$ cat src/sv/bmp24_pkg.sv
// Shared types and constants for the 24-bit BMP stream reader.
// No dependencies; used by bmp24_parser, bmp24_skid and bmp24_stream_reader.
package bmp24_pkg;

    // Size bounds accepted from the info header
    localparam int unsigned MAX_WIDTH  = 4096;
    localparam int unsigned MAX_HEIGHT = 4096;

    // Signature bytes
    localparam logic [7:0] SIG_B = 8'h42;
    localparam logic [7:0] SIG_M = 8'h4D;

    // Header byte offsets
    localparam logic [5:0] HDR_SIG0     = 6'd0;
    localparam logic [5:0] HDR_SIG1     = 6'd1;
    localparam logic [5:0] HDR_WIDTH0   = 6'd18;
    localparam logic [5:0] HDR_WIDTH1   = 6'd19;
    localparam logic [5:0] HDR_WIDTH2   = 6'd20;
    localparam logic [5:0] HDR_WIDTH3   = 6'd21;
    localparam logic [5:0] HDR_HEIGHT0  = 6'd22;
    localparam logic [5:0] HDR_HEIGHT1  = 6'd23;
    localparam logic [5:0] HDR_HEIGHT2  = 6'd24;
    localparam logic [5:0] HDR_HEIGHT3  = 6'd25;
    localparam logic [5:0] HDR_LAST     = 6'd53;

    // Result kinds
    typedef enum logic [1:0] {
        KIND_PIXEL   = 2'd0,
        KIND_HEADER  = 2'd1,
        KIND_BADSIG  = 2'd2,
        KIND_BADSIZE = 2'd3
    } t_kind;

    // Parse phase, one-hot
    typedef enum logic [2:0] {
        PH_HEADER = 3'b001,
        PH_PIXEL  = 3'b010,
        PH_IDLE   = 3'b100
    } t_phase;

    // Pixel channel position within a triple
    typedef enum logic [1:0] {
        CH_BLUE  = 2'd0,
        CH_GREEN = 2'd1,
        CH_RED   = 2'd2
    } t_chan;

    // One result item
    typedef struct packed {
        t_kind       kind;
        logic [7:0]  red;
        logic [7:0]  green;
        logic [7:0]  blue;
        logic [11:0] column;
        logic [11:0] row;
        logic [12:0] image_width;
        logic [12:0] image_height;
        logic        last;
    } t_result;

endpackage

$ cat src/sv/bmp24_parser.sv
// Header and pixel parser: one byte per request, one optional result per byte.
// Depends on bmp24_pkg.
module bmp24_parser (
    input  logic                i_clk,
    input  logic                i_rst_n,
    input  logic                i_valid,
    input  logic [7:0]          i_byte,
    input  logic                i_start,
    output logic                o_res_valid,
    output bmp24_pkg::t_result  o_res
);

    bmp24_pkg::t_phase r_phase, n_phase;
    logic [5:0]        r_hcount, n_hcount;
    logic [31:0]       r_width, n_width;
    logic [31:0]       r_height, n_height;
    logic [11:0]       r_col, n_col;
    logic [11:0]       r_row, n_row;
    bmp24_pkg::t_chan  r_chan, n_chan;
    logic [15:0]       r_held, n_held;
    logic [1:0]        r_pad, n_pad;

    bmp24_pkg::t_phase  w_phase;
    logic [5:0]         w_hcount;
    logic [12:0]        w_col_inc;
    logic [12:0]        w_row_inc;
    logic               w_bad_size;

    // Start of file overrides the parse state for this byte
    assign w_phase   = i_start ? bmp24_pkg::PH_HEADER : r_phase;
    assign w_hcount  = i_start ? 6'd0 : r_hcount;
    assign w_col_inc = {1'b0, r_col} + 13'd1;
    assign w_row_inc = {1'b0, r_row} + 13'd1;
    assign w_bad_size = r_width[31] || r_height[31]
                     || (r_width > 32'(bmp24_pkg::MAX_WIDTH))
                     || (r_height > 32'(bmp24_pkg::MAX_HEIGHT));

    // Next state and result for the byte on the input
    always_comb begin
        n_phase  = w_phase;
        n_hcount = w_hcount;
        n_width  = r_width;
        n_height = r_height;
        n_col    = r_col;
        n_row    = r_row;
        n_chan   = r_chan;
        n_held   = r_held;
        n_pad    = r_pad;
        o_res_valid = 1'b0;
        o_res       = '0;
        o_res.kind  = bmp24_pkg::KIND_PIXEL;

        unique case (w_phase)
            bmp24_pkg::PH_HEADER: begin
                n_hcount = w_hcount + 6'd1;
                // size fields, little-endian
                case (w_hcount)
                    bmp24_pkg::HDR_WIDTH0:  n_width[7:0]    = i_byte;
                    bmp24_pkg::HDR_WIDTH1:  n_width[15:8]   = i_byte;
                    bmp24_pkg::HDR_WIDTH2:  n_width[23:16]  = i_byte;
                    bmp24_pkg::HDR_WIDTH3:  n_width[31:24]  = i_byte;
                    bmp24_pkg::HDR_HEIGHT0: n_height[7:0]   = i_byte;
                    bmp24_pkg::HDR_HEIGHT1: n_height[15:8]  = i_byte;
                    bmp24_pkg::HDR_HEIGHT2: n_height[23:16] = i_byte;
                    bmp24_pkg::HDR_HEIGHT3: n_height[31:24] = i_byte;
                    default: ;
                endcase
                if (((w_hcount == bmp24_pkg::HDR_SIG0) && (i_byte != bmp24_pkg::SIG_B))
                 || ((w_hcount == bmp24_pkg::HDR_SIG1) && (i_byte != bmp24_pkg::SIG_M))) begin
                    n_phase     = bmp24_pkg::PH_IDLE;
                    o_res_valid = 1'b1;
                    o_res.kind  = bmp24_pkg::KIND_BADSIG;
                end else if (w_hcount == bmp24_pkg::HDR_LAST) begin
                    o_res_valid = 1'b1;
                    if (w_bad_size) begin
                        n_phase    = bmp24_pkg::PH_IDLE;
                        o_res.kind = bmp24_pkg::KIND_BADSIZE;
                    end else begin
                        o_res.kind         = bmp24_pkg::KIND_HEADER;
                        o_res.image_width  = r_width[12:0];
                        o_res.image_height = r_height[12:0];
                        if ((r_width == 32'd0) || (r_height == 32'd0)) begin
                            n_phase    = bmp24_pkg::PH_IDLE;
                            o_res.last = 1'b1;
                        end else begin
                            n_phase = bmp24_pkg::PH_PIXEL;
                            n_col   = '0;
                            n_row   = '0;
                            n_chan  = bmp24_pkg::CH_BLUE;
                            n_pad   = '0;
                        end
                    end
                end
            end
            bmp24_pkg::PH_PIXEL: begin
                if (r_pad != 2'd0) begin
                    n_pad = r_pad - 2'd1;
                end else begin
                    case (r_chan)
                        bmp24_pkg::CH_BLUE: begin
                            n_held[7:0] = i_byte;
                            n_chan      = bmp24_pkg::CH_GREEN;
                        end
                        bmp24_pkg::CH_GREEN: begin
                            n_held[15:8] = i_byte;
                            n_chan       = bmp24_pkg::CH_RED;
                        end
                        default: begin
                            // red byte completes the pixel
                            n_chan             = bmp24_pkg::CH_BLUE;
                            o_res_valid        = 1'b1;
                            o_res.kind         = bmp24_pkg::KIND_PIXEL;
                            o_res.red          = i_byte;
                            o_res.green        = r_held[15:8];
                            o_res.blue         = r_held[7:0];
                            o_res.column       = r_col;
                            o_res.row          = r_row;
                            o_res.image_width  = r_width[12:0];
                            o_res.image_height = r_height[12:0];
                            n_col              = w_col_inc[11:0];
                            if (w_col_inc >= r_width[12:0]) begin
                                n_col = '0;
                                n_row = w_row_inc[11:0];
                                n_pad = r_width[1:0];
                                if (w_row_inc >= r_height[12:0]) begin
                                    o_res.last = 1'b1;
                                    n_phase    = bmp24_pkg::PH_IDLE;
                                end
                            end
                        end
                    endcase
                end
            end
            default: ;
        endcase

        if (!i_valid) begin
            o_res_valid = 1'b0;
        end
    end

    // State registers
    always_ff @(posedge i_clk) begin
        if (!i_rst_n) begin
            r_phase  <= bmp24_pkg::PH_HEADER;
            r_hcount <= '0;
            r_width  <= '0;
            r_height <= '0;
            r_col    <= '0;
            r_row    <= '0;
            r_chan   <= bmp24_pkg::CH_BLUE;
            r_held   <= '0;
            r_pad    <= '0;
        end else if (i_valid) begin
            r_phase  <= n_phase;
            r_hcount <= n_hcount;
            r_width  <= n_width;
            r_height <= n_height;
            r_col    <= n_col;
            r_row    <= n_row;
            r_chan   <= n_chan;
            r_held   <= n_held;
            r_pad    <= n_pad;
        end
    end

    // Pixel phase only with an accepted, non-empty size
    a_pixel_size: assert property (@(posedge i_clk) disable iff (!i_rst_n)
        (r_phase == bmp24_pkg::PH_PIXEL) |->
            (r_width != 32'd0) && (r_width <= 32'(bmp24_pkg::MAX_WIDTH))
         && (r_height != 32'd0) && (r_height <= 32'(bmp24_pkg::MAX_HEIGHT)))
        else $error("pixel phase with out-of-range size");

    // Counters stay inside the image
    a_pos_range: assert property (@(posedge i_clk) disable iff (!i_rst_n)
        (r_phase == bmp24_pkg::PH_PIXEL) |->
            ({1'b0, r_col} < r_width[12:0]) && ({1'b0, r_row} < r_height[12:0]))
        else $error("pixel position beyond image");

    // Header count never passes the last header byte while parsing it
    a_hdr_count: assert property (@(posedge i_clk) disable iff (!i_rst_n)
        (r_phase == bmp24_pkg::PH_HEADER) |-> (r_hcount <= bmp24_pkg::HDR_LAST))
        else $error("header byte count overran");

endmodule

$ cat src/sv/bmp24_skid.sv
// Output register and skid stage, so input requests flow while one result waits.
// Depends on bmp24_pkg.
module bmp24_skid (
    input  logic                i_clk,
    input  logic                i_rst_n,
    input  logic                i_valid,
    input  bmp24_pkg::t_result  i_data,
    output logic                o_ready,
    output logic                o_valid,
    output bmp24_pkg::t_result  o_data,
    input  logic                i_ready
);

    logic               r_out_v;
    logic               r_skid_v;
    bmp24_pkg::t_result r_out;
    bmp24_pkg::t_result r_skid;

    assign o_ready = !r_skid_v;
    assign o_valid = r_out_v;
    assign o_data  = r_out;

    // Control: output register refills from skid first, then from input
    always_ff @(posedge i_clk) begin
        if (!i_rst_n) begin
            r_out_v  <= 1'b0;
            r_skid_v <= 1'b0;
        end else if (!r_out_v || i_ready) begin
            r_out_v  <= r_skid_v || i_valid;
            r_skid_v <= 1'b0;
        end else if (i_valid && !r_skid_v) begin
            r_skid_v <= 1'b1;
        end
    end

    // Payload
    always_ff @(posedge i_clk) begin
        if (!r_out_v || i_ready) begin
            r_out <= r_skid_v ? r_skid : i_data;
        end else if (i_valid && !r_skid_v) begin
            r_skid <= i_data;
        end
    end

    // Skid only holds a result behind a waiting output
    a_skid_behind: assert property (@(posedge i_clk) disable iff (!i_rst_n)
        r_skid_v |-> r_out_v)
        else $error("skid full with output empty");

endmodule

$ cat src/sv/bmp24_stream_reader.sv
// Top level of the 24-bit BMP stream reader: stream ports and packing.
// Depends on bmp24_pkg, bmp24_parser and bmp24_skid.
//
// Usage:
//   Slave side takes the file one byte per request: tdata[7:0] is the byte,
//   tuser high marks the first byte of a new file and restarts the parse.
//   Master side gives at most one result per input byte: pixels (red, green,
//   blue with column and row, bottom row first), a header-accepted result on
//   header byte 53, or error results for a bad signature or a bad size.
//   tlast marks the final pixel, or the header result of an empty image.
// Timing:
//   One byte per clock sustained while o_s_tready is high. A result is registered
//   in the output register, or in the skid entry while the output waits; the parse
//   step sits between the parser state registers and the output register.
// Reset:
//   i_rst_n low clears the parse to header byte 0 and empties the output.
// Stall:
//   A two-entry output (register plus skid) keeps o_s_tready high while one
//   result waits; tready drops only when both entries are full.
module bmp24_stream_reader (
    input  logic        i_clk,
    input  logic        i_rst_n,
    input  logic        i_s_tvalid,
    output logic        o_s_tready,
    input  logic [7:0]  i_s_tdata,   // [7:0] data_byte
    input  logic        i_s_tuser,   // [0] start_of_file
    output logic        o_m_tvalid,
    input  logic        i_m_tready,
    // [7:0] red, [15:8] green, [23:16] blue, [35:24] column, [47:36] row,
    // [60:48] image_width, [73:61] image_height, [79:74] zero
    output logic [79:0] o_m_tdata,
    output logic [1:0]  o_m_tuser,   // [1:0] kind
    output logic        o_m_tlast
);

    logic               w_accept;
    logic               w_res_valid;
    bmp24_pkg::t_result w_res;
    bmp24_pkg::t_result w_out;

    assign w_accept = i_s_tvalid && o_s_tready;

    bmp24_parser u_parser (
        .i_clk       (i_clk),
        .i_rst_n     (i_rst_n),
        .i_valid     (w_accept),
        .i_byte      (i_s_tdata),
        .i_start     (i_s_tuser),
        .o_res_valid (w_res_valid),
        .o_res       (w_res)
    );

    bmp24_skid u_skid (
        .i_clk   (i_clk),
        .i_rst_n (i_rst_n),
        .i_valid (w_res_valid),
        .i_data  (w_res),
        .o_ready (o_s_tready),
        .o_valid (o_m_tvalid),
        .o_data  (w_out),
        .i_ready (i_m_tready)
    );

    // Pack result fields, lowest first
    assign o_m_tdata = {6'd0, w_out.image_height, w_out.image_width, w_out.row,
                        w_out.column, w_out.blue, w_out.green, w_out.red};
    assign o_m_tuser = w_out.kind;
    assign o_m_tlast = w_out.last;

endmodule

$ cat config.mk
export PLATFORM = sky130hd
export DESIGN_NAME = bmp24_stream_reader
export DESIGN_NICKNAME = d
export VERILOG_FILES = /design/src/sv/bmp24_pkg.sv /design/src/sv/bmp24_parser.sv /design/src/sv/bmp24_skid.sv /design/src/sv/bmp24_stream_reader.sv
export SDC_FILE = /design/constraint.sdc
export NUM_CORES = 1
export LEC_CHECK = 0
export BUFFER_PORTS_ARGS = -buffer_cell sky130_fd_sc_hd__buf_2
export CAP_MARGIN = 20
export CORE_AREA = 2 2 152 154
export CTS_BUF_LIST = sky130_fd_sc_hd__clkbuf_4 sky130_fd_sc_hd__clkbuf_8 sky130_fd_sc_hd__clkbuf_16
export DETAILED_ROUTE_END_ITERATION = 8
export DIE_AREA = 0 0 154 156
export PLACE_DENSITY = 0.74
export REMOVE_ABC_BUFFERS = 1
export SLEW_MARGIN = 15
export SYNTH_ARGS = -nofsm -noshare
export SYNTH_HDL_FRONTEND = slang
export SYNTH_SLANG_ARGS = --single-unit
$ cat constraint.sdc
create_clock -name i_clk -period 4.3 [get_ports i_clk]
set_input_delay 0.215 -clock i_clk [delete_from_list [all_inputs] [get_ports i_clk]]
set_output_delay 0.215 -clock i_clk [all_outputs]
set_load 0.1 [all_outputs]
==> results.py <==
metrics = {
    "floorplanning": {
        "ios": 98,
        "die_width_um": 154,
        "start_util": 0.543,
        "std_cell_rows": 55,
        "die_area_sq_um": 24000,
        "core-area_sq_um": 22400,
        "die_h_um": 156,
    },
    "layout": {
        "syn2layout_area_growth_pct": 13.7,
        "layout-drive-gt1-share": 0.194,
        "layout.cells.most_common": "edfxtp_1",
        "fin_util": 0.618,
        "fin_cells": 1453,
        "final_cell_mix": "edfxtp_1 (154), nor2_1 (136), dfxtp_1 (119)",
        "finalNetCount": 1191,
        "diodes": 0,
        "fill_cells": 1775,
    },
    "clocking": {
        "cts_buffers": 28,
        "clock_path_buffers": 3,
        "root_buffer": "clkbuf_16",
        "path_clk_slew_ns": 0.06,
        "cts.sinks": 273,
        "ctsHoldBuffers": 0,
        "htreeDepth": 1,
        "ctsResizeCount": 0,
        "clock_latency_ns": 0.56,
        "post_cts_buffers": 0,
        "cts_tree": "built",
    },
    "critical_path": {
        "setup.worst_path.class": "register to register",
        "rr_worst_depth": 14,
        "crit_path_end_kind": "register",
        "reg2reg_from": "u_parser.r_col[0]",
        "r2r-end": "u_parser.r_row[7]",
        "critPathArrivalTime_ns": 4.35,
        "critPathLaunchType": "register",
        "rrSetupSlack_ns": 0.41,
        "cp_max_fo": 20,
        "worstPathRequired_ns": 4.77,
        "crit_path_start": "u_parser.r_col[0]",
    },
    "placement": {
        "dp_hpwl_um": 16100,
        "port_buffers": 91,
        "gp_congestion": 0.890,
        "dp.cells": 1401,
    },
    "routing": {
        "drt_iter0_drc": 480,
        "drc": 0,
        "drt_first_pass_iters": 4,
        "vias_per_cell": 5.60,
        "routedWlPerCell_um": 17.5,
        "antenna_left": 0,
        "vias": 8132,
        "wl_um": 25400,
    },
    "logic_synthesis": {
        "async_flop_share": 0,
        "ys_seq_elements": 273,
        "synthDistinctLibCells": 56,
        "synthFlopType": "edfxtp_1",
        "synth_warnings": 0,
        "syn_avg_cell_area_sq_um": 11.3,
        "syn_area_sq_um": 12200,
        "ys_seq_area_frac": 0.577,
        "synth_edf_count": 154,
        "postSynthCellCount": 1074,
    },
    "min_path": {
        "min_path_type": "input port to register",
        "whs_endpoint": "u_skid.o_valid",
        "min_path_cells": 4,
        "hold_start": "i_m_tready",
    },
    "sta": {
        "finalSetupViolCount": 0,
        "tightest_slew_ns": 1.06,
        "clock_skew_ns": 0.0235,
        "fmax_mhz": 257,
        "slew_viol_final": 0,
        "rsz0062_at_grt": "false",
        "layout_worst_path_cycle_share": 0.904,
        "fin_crit_ns": 3.89,
        "maxSlewHeadroom": 0.294,
        "hold_viol": 0,
    },
    "global_route": {
        "grtUsageTotal": 0.213,
        "grt_max_degree": 60,
        "grt_overflow": 0,
        "antenna_found_initial": 0,
        "grt_first_pass_wirelength_um": 41500,
        "grt_pass1_vias": 7898,
    },
    "power": {
        "static-leakage-power_uw": 0.00570,
        "power_per_cell_area_nw_per_um2": 419,
        "peakVddDrop_mv": 0.307,
        "total_power_uw": 5790,
    },
    "run_status": {
        "status": "finished clean",
    },
    "flow_run": {
        "maxCapViolCount": 0,
    },
}
==> cell type report <==
class,count,area [sq um],share of cell area
flip-flops and latches,273,7010,0.507
clock buffers,41,865,0.0626
clock inverters,11,110,0.00797
multi-input cells,705,4800,0.347
repair buffers,102,551,0.0398
well taps,285,357,0.0258
inverters,36,136,0.00987
==> stage by stage <==
step / hold WS (ns) / instance area (sq um) / setup WS [ns] / TNS, ns
CTS: 0.0273 / 13800 / 0.450 / 0
global placement: 0.464 / 12800 / 0.612 / 0
floorplan: 0.291 / 11900 / -1.17 / -27.81
detailed placement: 0.472 / 12800 / 0.489 / 0
finish: 0.0408 / 13800 / 0.414 / 0
global route: 0.0463 / 13800 / 0.0146 / 0
==> power by group <==
part / leakage (uW) / internal, uW / switching, uW
Combinational: 0.00249 / 58.7 / 454
Clock: 0.000486 / 1460 / 1010
Sequential: 0.00272 / 2790 / 15.7
==> critical path, stage by stage, from the launching register on <==
cell	delay (ns)
dfxtp_1	0.41
ha_1	0.25
nand3_1	0.16
inv_1	0.09
nand3_1	0.18
nor2_1	0.24
nand3_1	0.19
xnor2_1	0.17
ha_1	0.30
a21oi_1	0.06
o21ai_0	0.29
nor2_1	0.12
a2111o_1	0.68
or4_1	0.49
a21oi_1	0.16
==> kinds of logic after synthesis <==
group / share of synthesized area
AND/OR/NAND/NOR: 0.159
flip-flops: 0.577
multiplexers: 0.116
AO/OA/AOI/OAI: 0.0662
buffers and inverters: 0.0335
adder cells (fa/ha/maj): 0.0330
XOR/XNOR: 0.0159
other: 0.000309
==> synth_stat cells (all sizes together) (6+ instances only) <==
cell type  count  area, sq um
edfxtp       154         4620
nor2         140          533
dfxtp        119         2380
mux2i         82          821
nand2         76          285
and2          53          332
clkbuf        52          195
mux2          52          586
a21oi         41          205
inv           36          135
ha            32          400
o21ai         29          145
o31ai         25          193
nand3         21          105
nor4          19          140
and3          14         87.6
buf           13         76.3
or4           13         97.6
xnor2         13          114
nor3           9         67.6
or3            9         56.3
xor2           9         78.8
o22ai          7         43.8
nand4          6         37.5
nor2b          6         37.5
==> worst max-delay path by stage <==
stage                                  to  slack (ns)  cells after the start
floorplan           u_parser.r_height[16]       -1.17                      7
global placement        u_parser.r_row[2]        0.61                     14
detailed placement      u_parser.r_row[4]        0.49                     14
CTS                     u_parser.r_row[4]        0.45                     14
global route            u_parser.r_row[2]        0.01                     14
finish                  u_parser.r_row[7]        0.41                     14
==> layer usage <==
layer	up-vias	part of all wire	track usage
met5	-	0	0
met4	0	0.016	0.0525
met3	35	0.050	0.0333
met2	191	0.46	0.347
met1	3931	0.47	0.301
li1	3975	-	-
==> sequential cells by signal, summed over array words and instances, names as in the netlist <==
signal / cells
u_parser.r_col: 12
u_parser.r_hcount: 6
u_skid.o_valid: 1
u_skid.r_skid_v: 1
u_skid.o_data: 77
u_skid.r_skid: 77
u_parser.r_held: 16
u_parser.r_height: 32
u_parser.r_row: 12
u_parser.r_chan: 2
u_parser.r_width: 32
u_parser.r_pad: 2
u_parser.r_phase: 3
Note: power is estimated with default switching activity, not from simulation.
